**src/rtl/bpa_pkg.sv**
```systemverilog
// Shared types and constants for the buddy page allocator.
// Used by the page RAM, the sequencer, the top level and the checker.
`default_nettype none
package bpa_pkg;
    localparam int PAGE_COUNT = 4096;
    localparam int MAX_ORDER  = 10;
    localparam int IDX_W      = 12;
    localparam int LINK_W     = 13;
    localparam int ORD_W      = 5;
    localparam int LVL_W      = 4;
    localparam int LVL_N      = MAX_ORDER + 1;

    localparam logic [LINK_W-1:0] NIL       = LINK_W'(PAGE_COUNT);
    localparam logic [ORD_W-1:0]  TAGALONG  = 5'd31;
    localparam logic [LVL_W-1:0]  MAX_LVL   = LVL_W'(MAX_ORDER);

    localparam logic CMD_ALLOC = 1'b0;
    localparam logic CMD_FREE  = 1'b1;

    typedef enum logic [1:0] {
        ST_OK       = 2'd0,
        ST_NO_MEM   = 2'd1,
        ST_BAD_ORD  = 2'd2,
        ST_BAD_FREE = 2'd3
    } status_t;

    typedef struct packed {
        logic [LINK_W-1:0] next;
        logic [LINK_W-1:0] prev;
        logic [ORD_W-1:0]  order;
        logic              free;
        logic              used;
    } page_t;

    typedef struct packed {
        logic             we;
        logic [IDX_W-1:0] addr;
        page_t            wdata;
    } ram_req_t;

    typedef struct packed {
        logic             valid;
        logic [IDX_W-1:0] granted;
        status_t          status;
    } res_t;

    localparam page_t DEAD_PAGE = '{next: NIL, prev: NIL, order: TAGALONG, free: 1'b0,
                                    used: 1'b0};
endpackage
`default_nettype wire

```
**src/rtl/bpa_seq.sv**
```systemverilog
// Command sequencer: free list heads, clearing sweep and list walks.
// Depends on bpa_pkg; drives the single port of bpa_page_ram.
`default_nettype none
module bpa_seq
    import bpa_pkg::*;
(
    input  wire logic             aclk,
    input  wire logic             aresetn,
    input  wire logic             cmd_valid,
    output logic                  cmd_ready,
    input  wire logic             cmd,
    input  wire logic [3:0]       req_order,
    input  wire logic [IDX_W-1:0] page_index,
    input  wire logic             out_free,
    output res_t                  res,
    output ram_req_t              ram_req,
    input  wire page_t            rd_data
);
    typedef enum logic [16:0] {
        S_CLEAR  = 17'h00001,
        S_IDLE   = 17'h00002,
        S_SCAN   = 17'h00004,
        S_A_UNL  = 17'h00008,
        S_A_NPRV = 17'h00010,
        S_A_SPLIT= 17'h00020,
        S_F_CHK  = 17'h00040,
        S_F_BUD  = 17'h00080,
        S_F_BCHK = 17'h00100,
        S_F_UNV  = 17'h00200,
        S_F_VW   = 17'h00400,
        S_F_UNN  = 17'h00800,
        S_F_NW   = 17'h01000,
        S_F_PUSH = 17'h02000,
        S_F_HRD  = 17'h04000,
        S_F_HW   = 17'h08000,
        S_DONE   = 17'h10000
    } state_t;

    state_t            state_reg, state_next;
    logic [LVL_W-1:0]  o_reg, o_next;
    logic [LVL_W-1:0]  req_reg, req_next;
    logic [IDX_W-1:0]  p_reg, p_next;
    logic [LINK_W-1:0] tmp_reg, tmp_next;
    logic [LINK_W-1:0] v_reg, v_next;
    logic [LINK_W-1:0] n_reg, n_next;
    logic [IDX_W-1:0]  clr_reg, clr_next;
    logic [LINK_W-1:0] head_reg [LVL_N];
    logic [LINK_W-1:0] head_next [LVL_N];
    logic [IDX_W-1:0]  gr_reg, gr_next;
    status_t           st_reg, st_next;

    logic [IDX_W-1:0]  unit_bit;
    logic [IDX_W-1:0]  buddy;
    logic [LINK_W-1:0] clr_fwd;
    page_t             clr_word;
    page_t             wword;

    assign unit_bit = IDX_W'(1) << ((state_reg == S_A_SPLIT) ? (o_reg - 4'd1) : o_reg);
    assign buddy    = p_reg ^ unit_bit;
    assign clr_fwd  = {1'b0, clr_reg} + LINK_W'(1 << MAX_ORDER);

    always_comb begin
        clr_word = DEAD_PAGE;
        if (clr_reg[MAX_ORDER-1:0] == '0) begin
            clr_word.order = ORD_W'(MAX_ORDER);
            clr_word.free  = 1'b1;
            clr_word.next  = (clr_fwd >= NIL) ? NIL : clr_fwd;
            clr_word.prev  = (clr_reg == '0) ? NIL
                           : ({1'b0, clr_reg} - LINK_W'(1 << MAX_ORDER));
        end
    end

    always_comb begin
        state_next = state_reg;
        o_next     = o_reg;
        req_next   = req_reg;
        p_next     = p_reg;
        tmp_next   = tmp_reg;
        v_next     = v_reg;
        n_next     = n_reg;
        clr_next   = clr_reg;
        gr_next    = gr_reg;
        st_next    = st_reg;
        head_next  = head_reg;
        ram_req    = '{we: 1'b0, addr: p_reg, wdata: DEAD_PAGE};
        wword      = rd_data;
        res        = '{valid: 1'b0, granted: gr_reg, status: st_reg};
        cmd_ready  = 1'b0;

        unique case (state_reg)
            S_CLEAR: begin
                ram_req = '{we: 1'b1, addr: clr_reg, wdata: clr_word};
                clr_next = clr_reg + 12'd1;
                if (clr_reg == '1) begin
                    state_next = S_IDLE;
                end
            end
            S_IDLE: begin
                cmd_ready = 1'b1;
                ram_req.addr = page_index;
                if (cmd_valid) begin
                    req_next = req_order;
                    o_next   = req_order;
                    p_next   = page_index;
                    gr_next  = '0;
                    st_next  = ST_OK;
                    if (cmd == CMD_FREE) begin
                        state_next = S_F_CHK;
                    end else if (req_order > MAX_LVL) begin
                        st_next    = ST_BAD_ORD;
                        state_next = S_DONE;
                    end else begin
                        state_next = S_SCAN;
                    end
                end
            end
            S_SCAN: begin
                if (head_reg[o_reg] != NIL) begin
                    p_next       = head_reg[o_reg][IDX_W-1:0];
                    ram_req.addr = head_reg[o_reg][IDX_W-1:0];
                    state_next   = S_A_UNL;
                end else if (o_reg == MAX_LVL) begin
                    st_next    = ST_NO_MEM;
                    state_next = S_DONE;
                end else begin
                    o_next = o_reg + 4'd1;
                end
            end
            S_A_UNL: begin
                head_next[o_reg] = rd_data.next;
                tmp_next         = rd_data.next;
                ram_req.addr     = rd_data.next[IDX_W-1:0];
                state_next       = (rd_data.next != NIL) ? S_A_NPRV : S_A_SPLIT;
            end
            S_A_NPRV: begin
                wword.prev = NIL;
                ram_req    = '{we: 1'b1, addr: tmp_reg[IDX_W-1:0], wdata: wword};
                state_next = S_A_SPLIT;
            end
            S_A_SPLIT: begin
                if (o_reg > req_reg) begin
                    wword       = DEAD_PAGE;
                    wword.order = ORD_W'(o_reg - 4'd1);
                    wword.free  = 1'b1;
                    ram_req     = '{we: 1'b1, addr: p_reg + unit_bit, wdata: wword};
                    head_next[o_reg - 4'd1] = {1'b0, p_reg + unit_bit};
                    o_next      = o_reg - 4'd1;
                end else begin
                    wword       = DEAD_PAGE;
                    wword.order = ORD_W'(req_reg);
                    wword.used  = 1'b1;
                    ram_req     = '{we: 1'b1, addr: p_reg, wdata: wword};
                    gr_next     = p_reg;
                    state_next  = S_DONE;
                end
            end
            S_F_CHK: begin
                if (!rd_data.used) begin
                    st_next    = ST_BAD_FREE;
                    state_next = S_DONE;
                end else begin
                    o_next     = (rd_data.order > ORD_W'(MAX_ORDER)) ? MAX_LVL
                                                                      : rd_data.order[LVL_W-1:0];
                    state_next = S_F_BUD;
                end
            end
            S_F_BUD: begin
                ram_req.addr = buddy;
                state_next   = (o_reg == MAX_LVL) ? S_F_PUSH : S_F_BCHK;
            end
            S_F_BCHK: begin
                if (!rd_data.free || rd_data.order != {1'b0, o_reg}) begin
                    state_next = S_F_PUSH;
                end else begin
                    n_next     = rd_data.next;
                    v_next     = rd_data.prev;
                    ram_req    = '{we: 1'b1, addr: (buddy > p_reg) ? buddy : p_reg,
                                   wdata: DEAD_PAGE};
                    p_next     = (buddy < p_reg) ? buddy : p_reg;
                    state_next = S_F_UNV;
                end
            end
            S_F_UNV: begin
                ram_req.addr = v_reg[IDX_W-1:0];
                if (v_reg != NIL) begin
                    state_next = S_F_VW;
                end else begin
                    head_next[o_reg] = n_reg;
                    state_next       = S_F_UNN;
                end
            end
            S_F_VW: begin
                wword.next = n_reg;
                ram_req    = '{we: 1'b1, addr: v_reg[IDX_W-1:0], wdata: wword};
                state_next = S_F_UNN;
            end
            S_F_UNN: begin
                ram_req.addr = n_reg[IDX_W-1:0];
                if (n_reg != NIL) begin
                    state_next = S_F_NW;
                end else begin
                    o_next     = o_reg + 4'd1;
                    state_next = S_F_BUD;
                end
            end
            S_F_NW: begin
                wword.prev = v_reg;
                ram_req    = '{we: 1'b1, addr: n_reg[IDX_W-1:0], wdata: wword};
                o_next     = o_reg + 4'd1;
                state_next = S_F_BUD;
            end
            S_F_PUSH: begin
                wword       = DEAD_PAGE;
                wword.next  = head_reg[o_reg];
                wword.order = ORD_W'(o_reg);
                wword.free  = 1'b1;
                ram_req     = '{we: 1'b1, addr: p_reg, wdata: wword};
                head_next[o_reg] = {1'b0, p_reg};
                tmp_next    = head_reg[o_reg];
                state_next  = (head_reg[o_reg] != NIL) ? S_F_HRD : S_DONE;
            end
            S_F_HRD: begin
                ram_req.addr = tmp_reg[IDX_W-1:0];
                state_next   = S_F_HW;
            end
            S_F_HW: begin
                wword.prev = {1'b0, p_reg};
                ram_req    = '{we: 1'b1, addr: tmp_reg[IDX_W-1:0], wdata: wword};
                state_next = S_DONE;
            end
            S_DONE: begin
                if (out_free) begin
                    res.valid  = 1'b1;
                    state_next = S_IDLE;
                end
            end
            default: begin
                state_next = S_IDLE;
            end
        endcase
    end

    always_ff @(posedge aclk) begin
        if (!aresetn) begin
            state_reg <= S_CLEAR;
            clr_reg   <= '0;
            for (int i = 0; i < LVL_N; i++) begin
                head_reg[i] <= (i == MAX_ORDER) ? '0 : NIL;
            end
        end else begin
            state_reg <= state_next;
            clr_reg   <= clr_next;
            head_reg  <= head_next;
        end
    end

    always_ff @(posedge aclk) begin
        o_reg   <= o_next;
        req_reg <= req_next;
        p_reg   <= p_next;
        tmp_reg <= tmp_next;
        v_reg   <= v_next;
        n_reg   <= n_next;
        gr_reg  <= gr_next;
        st_reg  <= st_next;
    end
endmodule
`default_nettype wire

```
**config.mk**
```make
export PLATFORM = sky130hd
export DESIGN_NAME = bpa_seq
export DESIGN_NICKNAME = d
export VERILOG_FILES = /design/src/rtl/bpa_pkg.sv /design/src/rtl/bpa_seq.sv
export SDC_FILE = /design/constraint.sdc
export NUM_CORES = 1
export LEC_CHECK = 0
export ABC_AREA = 1
export BUFFER_PORTS_ARGS = -buffer_cell sky130_fd_sc_hd__buf_4
export CAP_MARGIN = 20
export CELL_PAD_IN_SITES_DETAIL_PLACEMENT = 1
export CELL_PAD_IN_SITES_GLOBAL_PLACEMENT = 1
export CORE_MARGIN = 5
export CORE_UTILIZATION = 30
export CTS_CLUSTER_SIZE = 20
export DETAILED_ROUTE_END_ITERATION = 7
export PLACE_DENSITY = 0.58
export SLEW_MARGIN = 25
export SYNTH_ARGS = -nofsm -noshare
export SYNTH_HDL_FRONTEND = slang
export SYNTH_SLANG_ARGS = --single-unit
```
**constraint.sdc**
```tcl
create_clock -name aclk -period 4.2 [get_ports aclk]
set_clock_uncertainty 0.2 [all_clocks]
set_input_delay 0.21 -clock aclk [delete_from_list [all_inputs] [get_ports aclk]]
set_output_delay 0.21 -clock aclk [all_outputs]
set_load 0.02 [all_outputs]
```
==> Word-level counts from Yosys, hierarchy flattened <==
Index checks and enable logic that the tools add are counted.
{ "totals": {"wordCells": 173, "out_inout_bits": 62, "inputBits": 54, "regBits": 244} }
{ "op_classes": {"bitwise_logic": 4, "magnitude_cmp": 10, "mux": 67, "eq_ne": 39, "n_reduce_logical": 24, "shift": 1, "add_sub_neg": 7} }
{ "op_table": {"columns": ["cell", "n"], "rows": [
  ["bitwise mux 143 bit", 4],
  ["case mux 143 bit (4 select lines)", 1],
  ["case mux 17 bit (17 select lines)", 1],
  ["two-way mux 143 bit", 2],
  ["case mux 33 bit (8 select lines)", 1],
  ["two-way mux 17 bit", 10],
  ["case mux 12 bit (10 select lines)", 1],
  ["demux 13 bit (select 4 bit)", 2],
  ["two-way mux 12 bit", 8],
  ["two-way mux 13 bit", 7],
  ["binary-select mux 13 bit (select 4 bit)", 1],
  ["inequality test 13 bit (second input constant)", 4],
  ["case mux 12 bit (2 select lines)", 2],
  ["two-way mux 46 bit", 1],
  ["two-way mux 45 bit", 1],
  ["case mux 12 bit (3 select lines)", 1],
  ["two-way mux 32 bit", 1],
  ["two-way mux 4 bit", 8],
  ["two-way mux 14 bit", 2],
  ["inequality test 2 bit (second input constant)", 13],
  ["case mux 4 bit (6 select lines)", 1],
  ["equality test 17 x 1 -> 1 bit (second input constant)", 1],
  ["equality test 17 x 10 -> 1 bit (second input constant)", 1],
  ["equality test 17 x 11 -> 1 bit (second input constant)", 1],
  ["60 further kinds", 77]
]} }

==> Longest topological paths before layout <==
Gate-level depths: netlist of the first run.
{ "logic_depth": {"depth_word": 9, "ltp_mapped": 30, "mapped_depth_nobuf": 27} }

==> Worst setup path after synthesis of the first run <==
Ideal clock, no wire load.
{ "synth_path": {"kind": "register to output", "from": "register o_reg[1]", "to": "output port ram_req[39] in the netlist's numbering", "path_slack_ps": -187, "path_stages_with_launch": 27, "required_ps": 3790, "arrival_time_ps": 3977, "n_path_buf": 4, "cell_sequence": "edfxtp_1 -> buf_4 -> inv_2 -> buf_6 -> buf_4 -> ha_1 -> inv_1 -> nand2_1 -> nand2_1 -> inv_1 -> nand4_1 -> nand2_2 -> nand3_1 -> nor2_1 -> ha_1 -> inv_1 -> fa_1 -> nand3b_1 -> nand2_1 -> a21oi_1 -> or2_2 -> nand2_1 -> clkbuf_1 -> inv_1 -> o21ai_0 -> nor2_1 -> a21oi_1"} }
{ "synth_lines": {"columns": ["element", "line_no", "source"], "rows": [
  ["start, declared", "bpa_seq.sv:40", "logic [LVL_W-1:0] o_reg, o_next;"],
  ["start signal, assigned", "bpa_seq.sv:258", "o_reg <= o_next;"],
  ["end, declared", "bpa_seq.sv:16", "output ram_req_t ram_req,"]
]} }

==> results.md, run 1 <==
* Drt pass-1 iters at 5
* Hold_ws at 63.9 ps
* Number of inserted diodes at 0
* Vias per cell at 5.99
* Sequential area share after synthesis at 28.4%
* Largest net degree at the start of global routing at 88
* CP max stage delay at 450 ps
* Multiplexer share of the synthesized area at 0%
* Ys async rst share at 0%
* Final hold viol count at 0
* Worst EP required at 3790 ps
* Layout Cells excl Fill at 4,180
* CTS Buf Count at 35
* Mapped Cells at 3,001
* Remaining global-route overflow at 0
* Vias in the first global route at 25,400
* Complex-gate fraction of the synthesized area at 33.3%
* Pleak at 0.0100 uW
* Clk sinks at 244
* Worst Hold End: o_reg[1]$_DFFE_PP_
* Post-synthesis simple-gate area fraction at 22.9%
* Fin. max-slew vios at 0
* First-pass GRT wire length at 173,000 um
* Largest family of logic cells by synthesized area: compound AO/OA/AOI/OAI gates
* Cell family contributing the most delay on the critical path: simple AND/OR/NAND/NOR gates
* Chip Height at 266 um
* Synth Area per Inst at 6.57 sq um
* Initial DRC Count at 2,567
* EDFF count, synth at 72
* MaxCap Viol Count at 0
* Crit Path Class: reg2out
* Worst-Skew Late Latency at 570 ps
* Status: finished with violations
* Setup violations, final at 12
* Syn Std Cell Area at 0.0197 sq mm
* CTS Buffer Depth at 3
* Post-route ant nets at 0
* Area delta synth->final at 30.4%
* Routed len/inst at 28.9 um
* Hold Path Class: in2reg
* Overall routed net length at 121,000 um
* Worst r2r src: o_reg[1]$_DFFE_PP_
* Ys flop type: dfxtp_1
* Critical path launch point type: flip-flop
* Port bufs at 115
* FMAX at 222 MHz
* Hold Crit Depth at 5
* Layout cells sized above 1 at 21.2%
* Fin nets at 3,382
* Final worst slack at -300 ps
* Failing checks: setup timing
* Die Span X at 266 um
* Max-slew headroom at 39.4%
* Critical-path top delay cell: edfxtp_1
* Most frequent cells in the layout: nand2_1, a21oi_1, buf_4
* Die area at 0.0709 sq mm
* Post-synth cell types at 55
* Htree depth at 2
* Core footprint at 0.0655 sq mm
* Crit path DAT at 4090 ps
* Min Tclk post-route at 4500 ps
* Slew @ Worst Pin at 909 ps
* RSZ-0062 raised after global routing: true
* Syn Nets at 3,090
* WP buf/inv at 7
* Most common cell after layout, fill and taps aside: nand2_1
* Starting Density at 30.1%
* Via count at 25,000
* Std-Cell Rows at 94
* Drt drc at 0
* Placer Congestion at 0.986
* Post-DP HPWL at 86,500 um
* Total Routing Usage GR at 32.2%
* PwrDens at 288 mW/mm^2
* YS warnings at 0
* Xor and xnor fraction of the mapped netlist area at 0.667%
* Reg-to-reg slack, setup at 130 ps
* Total power at 7400 uW
* CTS tree: yes
* Root buffer cell: clkbuf_16
* Dpl cells at 4,016
* Post-layout util at 39.2%
* Initial antenna violation count at 2
* Worst setup EP type: output port
* Area share of fa/ha/maj cells after synthesis at 2.26%
* I/O pin total at 116
* Hold wc startpoint: rd_data[3]
* Clock slew at reported path FFs at 50 ps
* Worst Path Max Fanout at 5
* Tcrit/Tclk final at 107%
* Seq cells post-synth at 244
* Cells on worst reg2reg path at 25
* Maximum vdd drop at 0.240 mV
[metrics by stage]
stage / setup slack (ps) / cell area [sq um] / TNS (ps)
6_report: -300 / 25700 / -2960
5_1_grt: -443 / 25700 / -5290
4_1_cts: -213 / 24900 / -2200
3_5_place_dp: -91.4 / 22700 / -377
3_3_place_gp: 15.4 / 22700 / 0
2_1_floorplan: -80.3 / 19700 / -80.3
[cell type report]
class | count | area (sq um)
Timing Repair Buffer | 452 | 3840
Fill cell | 8145 | 39800
Clock inverter | 4 | 45.0
Clock buffer | 56 | 1030
Multi-Input combinational cell | 2145 | 12500
Tap cell | 864 | 1080
Inverter | 415 | 1580
Sequential cell | 244 | 5610
[per-layer routing]
layer,part of all wire (%),global-route usage (%)
met5,0.012,0
met1,41,41.2
met2,47,53.8
met4,5.2,15.0
met3,7.0,4.53
[power by group]
part           total [uW]  leakage (uW)  internal [uW]  switching [uW]
Combinational        1920       0.00746            658            1270
Sequential           2490       0.00204           2460            31.7
Clock                2990      0.000522           1730            1260
[how the worst max path moves through the flow]
stage / startpoint / cells past startpoint / end / slack (ps)
floorplan: o_reg[1]$_DFFE_PP_ / 26 / ram_req[39] / -80
global placement: o_reg[0]$_DFFE_PP_ / 24 / ram_req[39] / 20
detailed placement: state_reg[0]$_SDFFE_PN1P_ / 22 / ram_req[39] / -90
CTS: o_reg[1]$_DFFE_PP_ / 27 / ram_req[44] / -210
global route: o_reg[1]$_DFFE_PP_ / 29 / ram_req[43] / -440
finish: o_reg[1]$_DFFE_PP_ / 25 / ram_req[36] / -300
[synth_stat cells (11+ instances only)]
cell	number	area, sq um
a211oi_1	61	458
a21boi_0	14	105
a21oi_1	390	1950
a21oi_2	13	114
a221oi_1	37	324
a31oi_1	39	244
buf_2	48	240
buf_4	11	82.6
clkbuf_1	129	484
dfxtp_1	172	3440
edfxtp_1	72	2160
ha_1	34	425
inv_1	381	1430
inv_2	28	105
nand2_1	442	1660
nand2_2	14	87.6
nand3_1	196	981
nand3b_1	12	90.1
nand4_1	29	181
nor2_1	206	773
nor2_2	15	93.8
nor3_1	42	210
nor4_1	18	113
o2111ai_1	16	140
o211ai_1	73	548
o21a_1	12	90.1
o21ai_0	268	1340
o221ai_1	28	245
o22ai_1	96	601
xor2_1	12	105
[kinds of logic after synthesis]
kind of cell,Yosys count
compound gates,1091
xor+xnor,15
fa+ha+maj,35
buf+inv,613
flops,244
simple gates,1003
[worst reg2reg max path, stage by stage (launching register included)]
cell and delay (ps):
edfxtp_1 450, inv_4 120, ha_4 150, inv_2 40, nand2_2 60, nand2_2 70
inv_2 60, nand4_1 130, nand2_4 170, nand3_4 100, nor2_4 130, ha_4 160
inv_2 40, fa_2 320, nand3b_1 170, nand2_2 100, a21oi_2 70, o21ai_1 120
buf_4 120, buf_4 110, xor2_2 190, buf_6 170, clkinv_1 100, buf_12 180
a221oi_1 280, a31oi_1 130
[repair_timing]
| action | in CTS | in global routing |
|---|---|---|
| cloned | 1 | 3 |
| setup endpoints to repair | 29 | 59 |
| gates resized for setup | 107 | 142 |
| hold buffers | 50 | 0 |
| hold endpoints to repair | 146 | 0 |
| pin swaps | 48 | 64 |
| setup buffers | 35 | 22 |
Note: power is estimated with default switching activity, not from simulation.
==> run 2, diff against run 1 <==
Settings changed: ABC_AREA 1 to default, CORE_UTILIZATION 30 to 25, PLACE_DENSITY 0.58 to 0.47.
==> run 2 against run 1 <==
Net effect: the run still ends with setup timing left; hold slack got worse by 1.5 ps; routed wire length decreased by 17%; via count decreased by 24%; cell area decreased by 4.7%; non-clock buffer count increased by 96; setup slack got worse by 960 ps; synthesized area decreased by 17%; fmax decreased by 18%; first-iteration DRC count decreased by 33%; core utilization decreased by 1.8 points; count of clock-buffer cells in the layout increased by 6.
==> results.md, run 2 <==
* Status: finished with violations (unchanged)
* Failing checks: setup timing (unchanged)
* EDFF count, synth at 72 (unchanged)
* Final worst slack at -1260 ps (was -300 ps)
* Min Tclk post-route at 5460 ps (was 4500 ps)
* RSZ-0062 raised after global routing: true (unchanged)
* Setup violations, final at 101 (was 12)
* Synth Area per Inst at 8.37 sq um (was 6.57 sq um)
* CTS Buffer Depth at 3 (unchanged)
* Post-layout util at 37.4% (was 39.2%)
* Overall routed net length at 99,800 um (was 121,000 um)
* I/O pin total at 116 (unchanged)
* Vias per cell at 5.79 (was 5.99)
* Cells on worst reg2reg path at 20 (was 25)
* Syn Std Cell Area at 0.0164 sq mm (was 0.0197 sq mm)
* Die Span X at 266 um (about the same)
* Remaining global-route overflow at 0 (unchanged)
* MaxCap Viol Count at 0 (unchanged)
* Initial antenna violation count at 0 (was 2)
* Met2 WL at 47,300 um (was 56,600 um)
* Syn Nets at 2,050 (was 3,090)
* Clk sinks at 244 (unchanged)
* CTS Buf Count at 37 (was 35)
* Post-DP HPWL at 74,400 um (was 86,500 um)
* TNS Setup at -38,100 ps (was -2960 ps)
* Total Routing Usage GR at 26.8% (was 32.2%)
* Ys flop type: dfxtp_1 (unchanged)
* Layout Cells excl Fill at 3,280 (was 4,180)
* Drt pass-1 iters at 8 (was 5)
* Worst-Skew Late Latency at 570 ps (about the same)
* Root buffer cell: clkbuf_16 (unchanged)
* Vias in the first global route at 19,500 (was 25,400)
* Area delta synth->final at 49.1% (was 30.4%)
* Layout Cell Area excl Fill at 0.0245 sq mm (was 0.0257 sq mm)
* Most frequent cell after synthesis: dfxtp_1 (was nand2_1)
* Post-synth top area share at 21.0% (was 17.5%)
* CTS tree: yes (unchanged)
* Maximum vdd drop at 0.283 mV (was 0.240 mV)
* Seq cells post-synth at 244 (unchanged)
* Post-synth cell types at 91 (was 55)
* Max-slew headroom at 34.7% (was 39.4%)
* Worst Hold End: req_reg[1]$_DFFE_PP_ (was o_reg[1]$_DFFE_PP_)
* Std-Cell Rows at 94 (unchanged)
* Pleak at 0.00922 uW (was 0.0100 uW)
* Core footprint at 0.0654 sq mm (was 0.0655 sq mm)
* Worst Path Max Fanout at 5 (unchanged)
* Post-route ant nets at 0 (unchanged)
* Htree depth at 2 (unchanged)
* Critical-path top delay cell: or4b_4 (was edfxtp_1)
* Sequential area share after synthesis at 34.1% (was 28.4%)
* Fin nets at 2,477 (was 3,382)
* Layout cells sized above 1 at 35.4% (was 21.2%)
* Crit path DAT at 5050 ps (was 4090 ps)
* Routed len/inst at 30.4 um (was 28.9 um)
* WL met3 at 5040 um (was 8470 um)
* Most frequent cells in the layout: buf_4, dfxtp_1, nand2_1 (was nand2_1, a21oi_1, buf_4)
* Chip Height at 266 um (about the same)
* Placer Congestion at 0.984 (was 0.986)
* Placed cell area at 0.0206 sq mm (was 0.0227 sq mm)
* First-pass GRT wire length at 141,000 um (was 173,000 um)
* DR top layer: met4 (was met5)
* Hold_ws at 62.4 ps (was 63.9 ps)
* YS warnings at 0 (unchanged)
* Die area at 0.0709 sq mm (about the same)
* Slew @ Worst Pin at 975 ps (was 909 ps)
* Worst setup EP type: output port (unchanged)
* Top cells by area, synth: dfxtp_1, edfxtp_1, a22oi_1, nor2b_1, o22ai_1 (was dfxtp_1, edfxtp_1, a21oi_1, nand2_1, inv_1)
* Worst EP required at 3790 ps (about the same)
* Hold Path Class: in2reg (unchanged)
* Most common cell after layout, fill and taps aside: buf_4 (was nand2_1)
* Crit path top cell by count: buf_6
* Crit Path Class: reg2out (unchanged)
* Hold wc startpoint: cmd_valid (was rd_data[3])
* Area leader, netlist: dfxtp_1 (unchanged)
* Initial DRC Count at 1,712 (was 2,567)
* Final hold viol count at 0 (unchanged)
* Via count at 19,000 (was 25,000)
* Tcrit/Tclk final at 130% (was 107%)
* Fin. max-slew vios at 0 (unchanged)
* Mapped Cells at 1,961 (was 3,001)
* Ys async rst share at 0% (unchanged)
* Largest net degree at the start of global routing at 80 (was 88)
* Port bufs at 115 (unchanged)
* Worst path cell trace: or4b_4 > buf_6 > or3_4 > or3_4 > and2_4 > nor2_4 > ha_4 > xnor2_2 > nor4_4 > nand3_2 > or4_4 > o21ai_4 > nor3_4 > a21oi_4 > buf_6 > buf_6 > a31oi_1 > o22a_2 > buf_6
* Metal-1 WL at 42,800 um (was 49,600 um)
* Clock slew at reported path FFs at 50 ps (about the same)
* Critical path launch point type: flip-flop (unchanged)
* Number of inserted diodes at 0 (unchanged)
* Drt drc at 0 (unchanged)
* PwrDens at 294 mW/mm^2 (was 288 mW/mm^2)
* Reg-to-reg slack, setup at -560 ps (was 130 ps)
* Starting Density at 25.1% (was 30.1%)
* CP max stage delay at 560 ps (was 450 ps)
* FMAX at 183 MHz (was 222 MHz)
* Dpl cells at 3,109 (was 4,016)
* Synth top cells by count: dfxtp_1, nand2_1, nor2_1, a22oi_1, clkbuf_1 (was nand2_1, a21oi_1, inv_1, o21ai_0, nor2_1)
* Reg2reg end: p_reg[0]$_DFFE_PP_
* Worst r2r src: state_reg[2]$_SDFFE_PN0P_ (was o_reg[1]$_DFFE_PP_)
* Hold Crit Depth at 2 (was 5)
run 2: worst max-delay path by stage:
stage	endpoint	start	cells after the start	slack, ps
6_report	ram_req[41]	state_reg[2]$_SDFFE_PN0P_	19	-1260
5_1_grt	ram_req[37]	state_reg[7]$_SDFFE_PN0P_	23	-1380
3_3_place_gp	ram_req[37]	state_reg[2]$_SDFFE_PN0P_	20	-1020
3_5_place_dp	ram_req[37]	state_reg[7]$_SDFFE_PN0P_	17	-1040
2_1_floorplan	ram_req[37]	state_reg[16]$_SDFFE_PN0P_	25	-950
4_1_cts	ram_req[37]	state_reg[15]$_SDFFE_PN0P_	23	-1280
run 2: metrics by stage:
step / worst slack (ps) / total power, uW
after floorplan: -950 / 3130
after global placement: -1020 / 3840
after detailed placement: -1040 / 3850
after CTS: -1280 / 7170
after global routing: -1380 / 7390
final: -1260 / 7190
run 2: power breakdown:
group / switching (uW) / total, uW / internal, uW
combinational: 889 / 1530 / 644
clock: 1290 / 3180 / 1890
sequential: 32.9 / 2470 / 2440
total: 2210 / 7190 / 4980
run 2: cells by family after synthesis:
kind of cell | Yosys count | share of synthesized area (%)
XOR/XNOR | 35 | 1.87
AND/OR/NAND/NOR | 708 | 22.1
adder cells (fa/ha/maj) | 35 | 2.71
AO/OA/AOI/OAI | 677 | 29.1
flip-flops | 244 | 34.1
multiplexers | 52 | 5.16
buffers and inverters | 210 | 4.96
run 2: layout make-up:
cell class | instances | area, sq um
clock buffers | 62 | 1160
multi-input cells | 1507 | 11700
inverters | 50 | 193
flip-flops and latches | 244 | 5610
fillers | 7567 | 40900
well taps | 864 | 1080
clock inverters | 5 | 53.8
repair buffers | 548 | 4690
run 2: timing repair:
action,CTS,global route
pin swaps,65,94
gates resized for setup,158,186
hold endpoints to repair,73,0
setup endpoints to repair,135,134
hold buffers,51,0
gates cloned,8,1
setup buffers,38,24
run 2: worst max-delay path, delay by kind of cell (launching register included):
kind                     cells  cell delay [ps]
buffers and inverters        4              540
adder cells (fa/ha/maj)      1              230
XOR/XNOR                     1              160
flip-flops                   1              310
AND/OR/NAND/NOR              9             2520
AO/OA/AOI/OAI                4              710
run 2: routing by layer:
metal  up-vias  track usage [%]
li1       8373                -
met1      9718             35.5
met2       704             45.0
met3       201             2.68
met4         0             10.8
met5         -                0
